$ cat src/rtl/artdmx_pkg.sv
// Shared types, constants and a helper function for the ArtDmx packet router.
// No dependencies; every other file of the router imports this package.
`timescale 1ns / 1ps

package artdmx_pkg;

    localparam int MAX_SLOTS        = 512;
    localparam int PACKET_BYTES_DEF = 530;

    localparam int IDENT_BYTES      = 8;
    localparam int POS_OPCODE_LO    = 8;
    localparam int POS_OPCODE_HI    = 9;
    localparam int MIN_PACKET_BYTES = 10;
    localparam int POS_UNIVERSE     = 14;
    localparam int POS_NET          = 15;
    localparam int POS_LENGTH_HI    = 16;
    localparam int POS_LENGTH_LO    = 17;
    localparam int DATA_START       = 18;

    localparam logic [15:0] OP_DMX        = 16'h5000;
    localparam logic [15:0] OP_POLL       = 16'h2000;
    localparam logic [15:0] OP_POLL_REPLY = 16'h2100;

    localparam int CFG_INDEX_W = 3;
    localparam int CFG_DATA_W  = 7;
    localparam int NUM_OUTPUTS = 4;

    localparam int FIFO_DEPTH = 4;
    localparam int FIFO_PTR_W = $clog2(FIFO_DEPTH);
    localparam int FIFO_CNT_W = $clog2(FIFO_DEPTH + 1);

    typedef enum logic [CFG_INDEX_W-1:0] {
        REG_NET        = 3'd0,
        REG_SUBNET     = 3'd1,
        REG_UNIVERSE_A = 3'd2,
        REG_UNIVERSE_B = 3'd3,
        REG_UNIVERSE_C = 3'd4,
        REG_UNIVERSE_D = 3'd5
    } t_reg_index;

    typedef enum logic {
        KIND_SLOT    = 1'b0,
        KIND_SUMMARY = 1'b1
    } t_kind;

    typedef enum logic [2:0] {
        CLS_NOT_ARTNET = 3'd0,
        CLS_DMX        = 3'd1,
        CLS_POLL       = 3'd2,
        CLS_POLL_REPLY = 3'd3,
        CLS_UNKNOWN    = 3'd4,
        CLS_SHORT      = 3'd5
    } t_class;

    typedef struct packed {
        logic [6:0]                   net;
        logic [3:0]                   subnet;
        logic [NUM_OUTPUTS-1:0][3:0]  universe;
    } t_cfg;

    typedef struct packed {
        t_kind       kind;
        logic [8:0]  slot_index;
        logic [7:0]  slot_value;
        logic [3:0]  target_mask;
        t_class      packet_class;
        logic [15:0] announced_length;
        logic        last;
    } t_result;

    typedef struct packed {
        logic [1:0]         count;
        t_result [1:0]      entry;
    } t_push;

    function automatic logic [7:0] ident_byte(input logic [2:0] idx);
        logic [7:0] b;
        case (idx)
            3'd0:    b = 8'h41;
            3'd1:    b = 8'h72;
            3'd2:    b = 8'h74;
            3'd3:    b = 8'h2D;
            3'd4:    b = 8'h4E;
            3'd5:    b = 8'h65;
            3'd6:    b = 8'h74;
            default: b = 8'h00;
        endcase
        return b;
    endfunction

endpackage

$ cat src/rtl/artdmx_packet_router.sv
// Top level of the ArtDmx packet router: configuration, parser and result queue.
// Depends on artdmx_pkg, artdmx_cfg, artdmx_parser and artdmx_out_fifo.
`timescale 1ns / 1ps

// The router takes one UDP payload byte per item and can accept an item in every
// cycle in which the input does not stall. Each accepted byte is held in an input
// register and parsed from there once the result queue has room; its results are
// written into a four-entry result queue and leave the output at one per cycle
// while the output is not stalled. A byte yields at most one DMX slot result plus,
// on the end-of-packet byte, a summary; only an end byte that also carries a slot
// makes two results. The input stalls while a byte waits in the input register and
// the queue holds more than two results. Configuration registers are written
// through the plain write port and take effect for the bytes that follow.
module artdmx_packet_router #(
    parameter int PACKET_BYTES = artdmx_pkg::PACKET_BYTES_DEF
) (
    input  logic                                i_clk,
    input  logic                                i_rst_n,
    input  logic                                i_in_valid,
    output logic                                o_in_stall,
    input  logic [7:0]                          i_payload_byte,
    input  logic                                i_end_of_packet,
    output logic                                o_out_valid,
    input  logic                                i_out_stall,
    output logic                                o_result_kind,
    output logic [8:0]                          o_slot_index,
    output logic [7:0]                          o_slot_value,
    output logic [3:0]                          o_target_mask,
    output logic [2:0]                          o_packet_class,
    output logic [15:0]                         o_announced_length,
    output logic                                o_last_result,
    input  logic                                i_cfg_we,
    input  logic [artdmx_pkg::CFG_INDEX_W-1:0]  i_cfg_index,
    input  logic [artdmx_pkg::CFG_DATA_W-1:0]   i_cfg_data
);
    import artdmx_pkg::*;

    t_cfg    cfg;
    t_push   push;
    t_result result;
    logic    room;

    artdmx_cfg u_cfg (
        .i_clk       (i_clk),
        .i_rst_n     (i_rst_n),
        .i_cfg_we    (i_cfg_we),
        .i_cfg_index (i_cfg_index),
        .i_cfg_data  (i_cfg_data),
        .o_cfg       (cfg)
    );

    artdmx_parser #(
        .PACKET_BYTES (PACKET_BYTES)
    ) u_parser (
        .i_clk           (i_clk),
        .i_rst_n         (i_rst_n),
        .i_in_valid      (i_in_valid),
        .i_payload_byte  (i_payload_byte),
        .i_end_of_packet (i_end_of_packet),
        .o_in_stall      (o_in_stall),
        .i_cfg           (cfg),
        .i_room          (room),
        .o_push          (push)
    );

    artdmx_out_fifo u_out_fifo (
        .i_clk       (i_clk),
        .i_rst_n     (i_rst_n),
        .i_push      (push),
        .o_room      (room),
        .o_out_valid (o_out_valid),
        .i_out_stall (i_out_stall),
        .o_result    (result)
    );

    assign o_result_kind      = result.kind;
    assign o_slot_index       = result.slot_index;
    assign o_slot_value       = result.slot_value;
    assign o_target_mask      = result.target_mask;
    assign o_packet_class     = result.packet_class;
    assign o_announced_length = result.announced_length;
    assign o_last_result      = result.last;

endmodule

$ cat src/rtl/artdmx_cfg.sv
// Configuration registers of the ArtDmx packet router (net, subnet, universes).
// Depends on artdmx_pkg for the register indexes and the t_cfg struct.
`timescale 1ns / 1ps

module artdmx_cfg (
    input  logic                                i_clk,
    input  logic                                i_rst_n,
    input  logic                                i_cfg_we,
    input  logic [artdmx_pkg::CFG_INDEX_W-1:0]  i_cfg_index,
    input  logic [artdmx_pkg::CFG_DATA_W-1:0]   i_cfg_data,
    output artdmx_pkg::t_cfg                    o_cfg
);
    import artdmx_pkg::*;

    t_cfg r_cfg;

    always_ff @(posedge i_clk) begin
        if (!i_rst_n) begin
            r_cfg.net         <= 7'd0;
            r_cfg.subnet      <= 4'd0;
            r_cfg.universe[0] <= 4'd1;
            r_cfg.universe[1] <= 4'd2;
            r_cfg.universe[2] <= 4'd3;
            r_cfg.universe[3] <= 4'd4;
        end else if (i_cfg_we) begin
            case (t_reg_index'(i_cfg_index))
                REG_NET:        r_cfg.net         <= i_cfg_data;
                REG_SUBNET:     r_cfg.subnet      <= i_cfg_data[3:0];
                REG_UNIVERSE_A: r_cfg.universe[0] <= i_cfg_data[3:0];
                REG_UNIVERSE_B: r_cfg.universe[1] <= i_cfg_data[3:0];
                REG_UNIVERSE_C: r_cfg.universe[2] <= i_cfg_data[3:0];
                REG_UNIVERSE_D: r_cfg.universe[3] <= i_cfg_data[3:0];
                default: begin
                end
            endcase
        end
    end

    assign o_cfg = r_cfg;

endmodule

$ cat src/rtl/artdmx_parser.sv
// Input register and per-byte packet parser of the ArtDmx packet router.
// Depends on artdmx_pkg; produces up to two results per item for the output queue.
`timescale 1ns / 1ps

module artdmx_parser #(
    parameter int PACKET_BYTES = artdmx_pkg::PACKET_BYTES_DEF
) (
    input  logic              i_clk,
    input  logic              i_rst_n,
    input  logic              i_in_valid,
    input  logic [7:0]        i_payload_byte,
    input  logic              i_end_of_packet,
    output logic              o_in_stall,
    input  artdmx_pkg::t_cfg  i_cfg,
    input  logic              i_room,
    output artdmx_pkg::t_push o_push
);
    import artdmx_pkg::*;

    localparam int POS_W = $clog2(PACKET_BYTES + 1);
    localparam logic [POS_W-1:0] POS_LIMIT = POS_W'(PACKET_BYTES);

    logic             r_in_valid;
    logic [7:0]       r_byte;
    logic             r_eop;

    logic [POS_W-1:0] r_pos;
    logic             r_hdr;
    logic [15:0]      r_op;
    logic             r_net;
    logic [3:0]       r_mask;
    logic [15:0]      r_len;

    logic [POS_W-1:0] n_pos;
    logic             n_hdr;
    logic [15:0]      n_op;
    logic             n_net;
    logic [3:0]       n_mask;
    logic [15:0]      n_len;

    logic             accept;
    logic             fire;
    logic             slot_hit;
    logic [POS_W-1:0] slot_k;
    t_class           cls;
    t_result          slot_res;
    t_result          sum_res;

    assign o_in_stall = r_in_valid && !i_room;
    assign accept     = i_in_valid && !o_in_stall;
    assign fire       = r_in_valid && i_room;
    assign slot_k     = r_pos - POS_W'(DATA_START);

    always_comb begin
        n_pos    = r_pos;
        n_hdr    = r_hdr;
        n_op     = r_op;
        n_net    = r_net;
        n_mask   = r_mask;
        n_len    = r_len;
        slot_hit = 1'b0;
        if (r_pos < POS_LIMIT) begin
            if (r_pos < POS_W'(IDENT_BYTES)) begin
                if (r_byte != ident_byte(r_pos[2:0])) begin
                    n_hdr = 1'b0;
                end
            end else if (r_pos == POS_W'(POS_OPCODE_LO)) begin
                n_op[7:0] = r_byte;
            end else if (r_pos == POS_W'(POS_OPCODE_HI)) begin
                n_op[15:8] = r_byte;
            end else if (r_pos == POS_W'(POS_UNIVERSE)) begin
                for (int i = 0; i < NUM_OUTPUTS; i++) begin
                    n_mask[i] = (r_byte == {i_cfg.subnet, i_cfg.universe[i]});
                end
            end else if (r_pos == POS_W'(POS_NET)) begin
                n_net = (r_byte == {1'b0, i_cfg.net});
            end else if (r_pos == POS_W'(POS_LENGTH_HI)) begin
                n_len[15:8] = r_byte;
            end else if (r_pos == POS_W'(POS_LENGTH_LO)) begin
                n_len[7:0] = r_byte;
            end else if (r_pos >= POS_W'(DATA_START)) begin
                slot_hit = r_hdr && (r_op == OP_DMX) && r_net && (r_mask != 4'd0)
                           && (16'(slot_k) < r_len) && (16'(slot_k) < 16'(MAX_SLOTS));
            end
            n_pos = r_pos + 1'b1;
        end

        if (!n_hdr) begin
            cls = CLS_NOT_ARTNET;
        end else if (n_pos < POS_W'(MIN_PACKET_BYTES)) begin
            cls = CLS_SHORT;
        end else if (n_op == OP_DMX) begin
            cls = (n_pos < POS_W'(DATA_START)) ? CLS_SHORT : CLS_DMX;
        end else if (n_op == OP_POLL) begin
            cls = CLS_POLL;
        end else if (n_op == OP_POLL_REPLY) begin
            cls = CLS_POLL_REPLY;
        end else begin
            cls = CLS_UNKNOWN;
        end

        slot_res.kind             = KIND_SLOT;
        slot_res.slot_index       = 9'(slot_k);
        slot_res.slot_value       = r_byte;
        slot_res.target_mask      = r_mask;
        slot_res.packet_class     = CLS_DMX;
        slot_res.announced_length = r_len;
        slot_res.last             = !r_eop;

        sum_res.kind              = KIND_SUMMARY;
        sum_res.slot_index        = 9'd0;
        sum_res.slot_value        = 8'd0;
        sum_res.target_mask       = (cls == CLS_DMX && n_net) ? n_mask : 4'd0;
        sum_res.packet_class      = cls;
        sum_res.announced_length  = (cls == CLS_DMX) ? n_len : 16'd0;
        sum_res.last              = 1'b1;

        o_push.count    = fire ? ({1'b0, slot_hit} + {1'b0, r_eop}) : 2'd0;
        o_push.entry[0] = slot_hit ? slot_res : sum_res;
        o_push.entry[1] = sum_res;
    end

    always_ff @(posedge i_clk) begin
        if (!i_rst_n) begin
            r_in_valid <= 1'b0;
        end else if (accept) begin
            r_in_valid <= 1'b1;
        end else if (fire) begin
            r_in_valid <= 1'b0;
        end
    end

    always_ff @(posedge i_clk) begin
        if (accept) begin
            r_byte <= i_payload_byte;
            r_eop  <= i_end_of_packet;
        end
    end

    always_ff @(posedge i_clk) begin
        if (!i_rst_n || (fire && r_eop)) begin
            r_pos  <= '0;
            r_hdr  <= 1'b1;
            r_op   <= 16'd0;
            r_net  <= 1'b0;
            r_mask <= 4'd0;
            r_len  <= 16'd0;
        end else if (fire) begin
            r_pos  <= n_pos;
            r_hdr  <= n_hdr;
            r_op   <= n_op;
            r_net  <= n_net;
            r_mask <= n_mask;
            r_len  <= n_len;
        end
    end

    // A pair of results is always a slot followed by the packet summary.
    a_pair_order: assert property (@(posedge i_clk) disable iff (!i_rst_n)
        (o_push.count == 2'd2) |->
        (o_push.entry[1].kind == KIND_SUMMARY && !o_push.entry[0].last))
        else $error("result pair is not a slot followed by a summary");

    a_clear_after_end: assert property (@(posedge i_clk) disable iff (!i_rst_n)
        (fire && r_eop) |=> (r_pos == '0 && r_hdr && r_len == 16'd0))
        else $error("packet state not cleared after the end item");

    a_no_push_when_idle: assert property (@(posedge i_clk) disable iff (!i_rst_n)
        !r_in_valid |-> (o_push.count == 2'd0))
        else $error("result pushed without a held item");

endmodule

$ cat src/rtl/artdmx_out_fifo.sv
// Four-entry result queue between the parser and the output channel.
// Depends on artdmx_pkg; accepts up to two results per cycle, delivers one per unstalled cycle.
`timescale 1ns / 1ps

module artdmx_out_fifo (
    input  logic                 i_clk,
    input  logic                 i_rst_n,
    input  artdmx_pkg::t_push    i_push,
    output logic                 o_room,
    output logic                 o_out_valid,
    input  logic                 i_out_stall,
    output artdmx_pkg::t_result  o_result
);
    import artdmx_pkg::*;

    t_result                r_mem [FIFO_DEPTH];
    logic [FIFO_PTR_W-1:0]  r_rd_ptr;
    logic [FIFO_PTR_W-1:0]  r_wr_ptr;
    logic [FIFO_CNT_W-1:0]  r_count;
    logic                   pop;

    assign o_out_valid = (r_count != '0);
    assign pop         = o_out_valid && !i_out_stall;
    assign o_room      = (r_count <= FIFO_CNT_W'(FIFO_DEPTH - 2));
    assign o_result    = r_mem[r_rd_ptr];

    always_ff @(posedge i_clk) begin
        if (i_push.count != 2'd0) begin
            r_mem[r_wr_ptr] <= i_push.entry[0];
        end
        if (i_push.count == 2'd2) begin
            r_mem[r_wr_ptr + 1'b1] <= i_push.entry[1];
        end
    end

    always_ff @(posedge i_clk) begin
        if (!i_rst_n) begin
            r_rd_ptr <= '0;
            r_wr_ptr <= '0;
            r_count  <= '0;
        end else begin
            r_wr_ptr <= r_wr_ptr + FIFO_PTR_W'(i_push.count);
            r_rd_ptr <= r_rd_ptr + FIFO_PTR_W'(pop);
            r_count  <= r_count + FIFO_CNT_W'(i_push.count) - FIFO_CNT_W'(pop);
        end
    end

    a_no_overflow: assert property (@(posedge i_clk) disable iff (!i_rst_n)
        r_count <= FIFO_CNT_W'(FIFO_DEPTH))
        else $error("result queue overflow");

    a_push_with_room: assert property (@(posedge i_clk) disable iff (!i_rst_n)
        (i_push.count != 2'd0) |-> o_room)
        else $error("results pushed while the queue lacks room for a pair");

    a_hold_when_stalled: assert property (@(posedge i_clk) disable iff (!i_rst_n)
        (o_out_valid && i_out_stall) |=> (o_out_valid && $stable(o_result)))
        else $error("stalled result item changed or was dropped");

endmodule

$ cat config.mk
export PLATFORM = sky130hd
export DESIGN_NAME = artdmx_packet_router
export DESIGN_NICKNAME = d
export VERILOG_FILES = /design/src/rtl/artdmx_pkg.sv /design/src/rtl/artdmx_packet_router.sv /design/src/rtl/artdmx_cfg.sv /design/src/rtl/artdmx_parser.sv /design/src/rtl/artdmx_out_fifo.sv
export SDC_FILE = /design/constraint.sdc
export NUM_CORES = 1
export LEC_CHECK = 0
export BUFFER_PORTS_ARGS = -buffer_cell sky130_fd_sc_hd__buf_2
export CELL_PAD_IN_SITES_DETAIL_PLACEMENT = 0
export CELL_PAD_IN_SITES_GLOBAL_PLACEMENT = 1
export CORE_UTILIZATION = 50
export DETAILED_ROUTE_END_ITERATION = 8
export MAX_ROUTING_LAYER = met4
export PLACE_DENSITY_LB_ADDON = 0.05
export REMOVE_ABC_BUFFERS = 1
export SYNTH_ARGS = -nofsm -noshare
export SYNTH_HDL_FRONTEND = slang
export SYNTH_SLANG_ARGS = --single-unit
$ cat constraint.sdc
create_clock -name i_clk -period 8.8 [get_ports i_clk]
set_clock_uncertainty 0.05 [all_clocks]
set_input_delay 1.76 -clock i_clk [delete_from_list [all_inputs] [get_ports i_clk]]
set_output_delay 1.76 -clock i_clk [all_outputs]
set_load 0.01 [all_outputs]
==> impl_results.rst <==
.. list-table::
   :header-rows: 1

   * - Metric
     - Value
   * - Number of clock sinks
     - 260
   * - Gate Count Post-Synth
     - ~1.1k
   * - Async set-or-reset flop fraction in the synthesized netlist
     - 0%
   * - Largest cells by area after synthesis
     - sky130_fd_sc_hd__dfxtp_1, sky130_fd_sc_hd__edfxtp_1, sky130_fd_sc_hd__mux4_2, sky130_fd_sc_hd__a22o_1, sky130_fd_sc_hd__mux2i_1
   * - Most common library cell in the layout ignoring fill and taps
     - sky130_fd_sc_hd__dfxtp_1
   * - Maximum vdd drop
     - about 0.00014 V
   * - WL final
     - roughly 34000 um
   * - Maximum clock frequency
     - 161 MHz
   * - Number of iterations in the first detailed-routing pass
     - 5
   * - Routability congestion estimate
     - between 0.8 and 0.9
   * - Rows
     - 57
   * - DRC violations left
     - 0
   * - Sequential cell area
     - just over 6000 um2
   * - Hold buffer count at cts
     - 0
   * - Top-Level Pins
     - a little under 70
   * - Unique cell type count in the Yosys netlist
     - just over 80
   * - Antenna violations before repair
     - 0
   * - Fill cell instance count of the final layout
     - about 2.1k
   * - Tightest Hold Check Type
     - reg -> reg
   * - Share of total power in sequential cells
     - between 40% and 50%
   * - # diodes
     - 0
   * - Ratio of final minimum period to clock period
     - around 70%
   * - Hold path startpoint
     - u_out_fifo.r_mem[3][36]
   * - Root buffer cell
     - sky130_fd_sc_hd__clkbuf_16
   * - Fraction of layout cells with a size suffix above 1
     - about 18%
   * - Power per Cell Area
     - 208 nW/um2
   * - CP Data Arrival Time
     - roughly 6.6 ns
   * - Transition time at the pin with the least slew margin
     - roughly 1.1 ns
   * - Core area
     - roughly 25000 um2
   * - Worst setup path startpoint
     - u_parser.r_pos[2]
   * - Synthesis warning total
     - 0
   * - Overall die height
     - between 150 and 200 um
   * - Number of buffer cells added on primary ports
     - 67
   * - Post-CTS Setup Repair Bufs
     - 0
   * - Startpoint type of the worst setup path
     - register
   * - Number of nets with antenna violations after detailed routing
     - 0
   * - Avg Cell Area, Syn
     - between 10 and 15 um2
   * - Result of the run
     - completed
   * - Crit Reg-Reg Startpoint
     - u_parser.r_pos[2]
   * - WS Path Type
     - reg -> reg
   * - DIE WIDTH
     - 161 um
   * - Global router's overall resource usage
     - a little over a quarter
   * - Internal cell power
     - between 2000 and 2500 uW
   * - Share of the core filled with cells
     - between 50% and 60%
   * - Switching part of the total power
     - 26.3%
   * - Wire length of the first global-routing pass
     - 53000 um
   * - Total instance count after detailed placement
     - around 1.4k
   * - Via count of the first global-routing pass
     - just under 9k
   * - CTS-repair resized insts
     - 0
   * - Initial cell density of the core
     - about 52%
   * - Most frequent cells in the layout
     - sky130_fd_sc_hd__dfxtp_1, sky130_fd_sc_hd__edfxtp_1, sky130_fd_sc_hd__a22o_1, sky130_fd_sc_hd__nand2_1, sky130_fd_sc_hd__nor2_1
   * - Area fraction of the dominant cell type after synthesis
     - around a quarter
   * - Overall via count from detail_route
     - about 9k
   * - Total of max-cap violations
     - 0
   * - Number of storage elements in the synthesis netlist
     - between 200 and 300
   * - CTS tree
     - built
   * - Detail-routed via count per cell
     - ~6.1
   * - Synth Flop Type
     - sky130_fd_sc_hd__dfxtp_1
   * - Final instance count without filler cells
     - 1491
   * - Min Clock Period, post-route
     - 6.21 ns
   * - Combined area of the multi-input logic cells
     - just over 6000 um2
   * - Clock network power share
     - approximately two fifths
   * - Logic pwr share
     - 15.6%
   * - Worst hold slack across all endpoints
     - about 0.4 ns
   * - Number of nets at the end of the flow
     - between 1k and 1.5k
   * - Setup-failing EPs final
     - 0
   * - Static power due to leakage
     - roughly 0.0051 uW
   * - Setup repair after global routing missed its margin
     - no
   * - Clock latency reported for the late side of the worst-skew pair
     - roughly 0.55 ns
   * - Layout overhead on the synthesized area
     - 11.3%
   * - Cell type with the highest aggregate area in the netlist
     - sky130_fd_sc_hd__dfxtp_1
   * - Total Die Area
     - approximately 26000 um2
   * - Number of buffers created by CTS
     - 28
   * - Initial detailed-routing violation count
     - between 700 and 800
   * - Sort of element at the end of the critical path
     - register
   * - Maximum count of clock buffers along a single path
     - 3
   * - Post-DR wirelength/cell
     - between 20 and 25 um
   * - Total count of hold-check failures in the final report
     - 0
   * - Worst-path clk slew
     - 0.07 ns
   * - Required arrival time at the worst endpoint
     - a little over 9 ns
   * - Overflow after GRT
     - 0
   * - Final sum of negative setup slack
     - 0 ns
   * - Half-perimeter wire length of the detailed placement result
     - 22600 um
   * - EDFF count, synth
     - 101
   * - Sequential fraction of the synthesis area
     - between 40% and 50%
   * - Maximum number of pins on one net before global-route repair
     - 44
   * - Netlist area before placement
     - about 13000 um2
   * - Switching pwr
     - between 700 and 800 uW
   * - H-tree Lvls
     - 1
   * - Relative slew slack
     - a little under a quarter
   * - Top fanout value on the critical path
     - 24
   * - Final Slew Violations
     - 0
through the flow:
stage                     power [uW]  setup WS [ns]  cell area (um2)
after CTS                       2970           2.68            14100
after detailed placement        1810           2.71            13200
final                           2950           2.59            14100
after global routing            3060           2.24            14100
after global placement          1800           2.90            13200
after floorplan                 1640           3.27            12400
critical path, cell delays in order, from the launching register on:
cell                       delay [ns]
sky130_fd_sc_hd__dfxtp_1         0.82
sky130_fd_sc_hd__inv_1           0.23
sky130_fd_sc_hd__ha_1            0.28
sky130_fd_sc_hd__nand2b_1        0.11
sky130_fd_sc_hd__nand2_1         0.11
sky130_fd_sc_hd__xor2_1          0.30
sky130_fd_sc_hd__ha_1            0.32
sky130_fd_sc_hd__a2111o_1        0.41
sky130_fd_sc_hd__a31oi_1         0.15
sky130_fd_sc_hd__o21a_1          0.25
sky130_fd_sc_hd__o211ai_4        0.22
sky130_fd_sc_hd__inv_1           0.11
sky130_fd_sc_hd__ha_1            0.28
sky130_fd_sc_hd__o211ai_1        0.40
sky130_fd_sc_hd__or2_2           0.35
sky130_fd_sc_hd__and2_0          0.63
sky130_fd_sc_hd__inv_1           0.71
sky130_fd_sc_hd__o22a_1          0.36
per-layer routing:
metal	GRT usage (%)	vias up	share of wire, %
met5	-	-	0
met3	3.83	46	5.2
met2	45.3	262	49
met4	6.48	0	1.6
met1	35.8	4466	45
li1	-	4265	-
state kept, by name (all words and copies together), names as in the netlist:
signal / flops
u_out_fifo.r_count: 3
u_out_fifo.r_rd_ptr: 2
u_parser.r_mask: 4
u_parser.r_in_valid: 1
u_cfg.o_cfg: 27
u_parser.r_byte: 8
u_parser.r_hdr: 1
u_parser.r_pos: 10
u_parser.r_len: 16
u_parser.r_op: 16
u_out_fifo.r_wr_ptr: 2
u_parser.r_eop: 1
u_parser.r_net: 1
u_out_fifo.r_mem: 168
synthesized netlist by cell type (6+ instances only):
master / n
sky130_fd_sc_hd__ha_1: 24
sky130_fd_sc_hd__a22o_1: 96
sky130_fd_sc_hd__or2_2: 6
sky130_fd_sc_hd__edfxtp_1: 101
sky130_fd_sc_hd__mux4_2: 42
sky130_fd_sc_hd__nor2_1: 74
sky130_fd_sc_hd__a32o_1: 16
sky130_fd_sc_hd__nor3_4: 7
sky130_fd_sc_hd__buf_2: 9
sky130_fd_sc_hd__inv_1: 28
sky130_fd_sc_hd__nand2b_1: 6
sky130_fd_sc_hd__xor2_1: 28
sky130_fd_sc_hd__a21oi_1: 23
sky130_fd_sc_hd__nor4_1: 10
sky130_fd_sc_hd__dfxtp_1: 159
sky130_fd_sc_hd__nor2b_1: 38
sky130_fd_sc_hd__o211ai_1: 6
sky130_fd_sc_hd__nand3_1: 11
sky130_fd_sc_hd__and2_1: 9
sky130_fd_sc_hd__nor3_1: 11
sky130_fd_sc_hd__xnor2_1: 19
sky130_fd_sc_hd__clkbuf_1: 59
sky130_fd_sc_hd__mux2i_1: 60
sky130_fd_sc_hd__buf_1: 8
sky130_fd_sc_hd__nand2_1: 86
sky130_fd_sc_hd__nand4_1: 9
sky130_fd_sc_hd__o21ai_0: 45
sky130_fd_sc_hd__or3_1: 7
path summary, 6_finish.rpt:
check / to / slack, ns / depth (start not counted)
worst max-delay path: u_out_fifo.r_mem[2][0] / 2.59 / 17
worst min-delay path: u_out_fifo.r_mem[3][36] / 0.40 / 2
worst max register to register: u_out_fifo.r_mem[2][0] / 2.59 / 17
worst min register to register: u_out_fifo.r_mem[3][36] / 0.40 / 2
power by group through the flow:
stage / combinational (uW) / clock, uW / sequential, uW
CTS: 465 / 1190 / 1320
detailed placement: 463 / 0 / 1340
global route: 499 / 1240 / 1320
floorplan: 254 / 0 / 1380
global placement: 462 / 0 / 1340
finish: 460 / 1170 / 1320
cell type report:
cell class | count | share of cell area, %
flip-flops and latches | 260 | 44.0
multi-input cells | 743 | 42.6
clock buffers | 47 | 6.08
repair buffers | 84 | 3.27
well taps | 324 | 2.87
inverters | 28 | 0.743
clock inverters | 5 | 0.460
logic make-up after synthesis:
family | after synthesis | share of synthesized area [%]
buffers and inverters | 110 | 3.70
XOR/XNOR | 47 | 3.24
AND/OR/NAND/NOR | 315 | 13.3
multiplexers | 103 | 12.3
AO/OA/AOI/OAI | 253 | 16.1
adder cells (fa/ha/maj) | 25 | 2.52
flip-flops | 260 | 48.9
(Power assumes the default switching activity.)
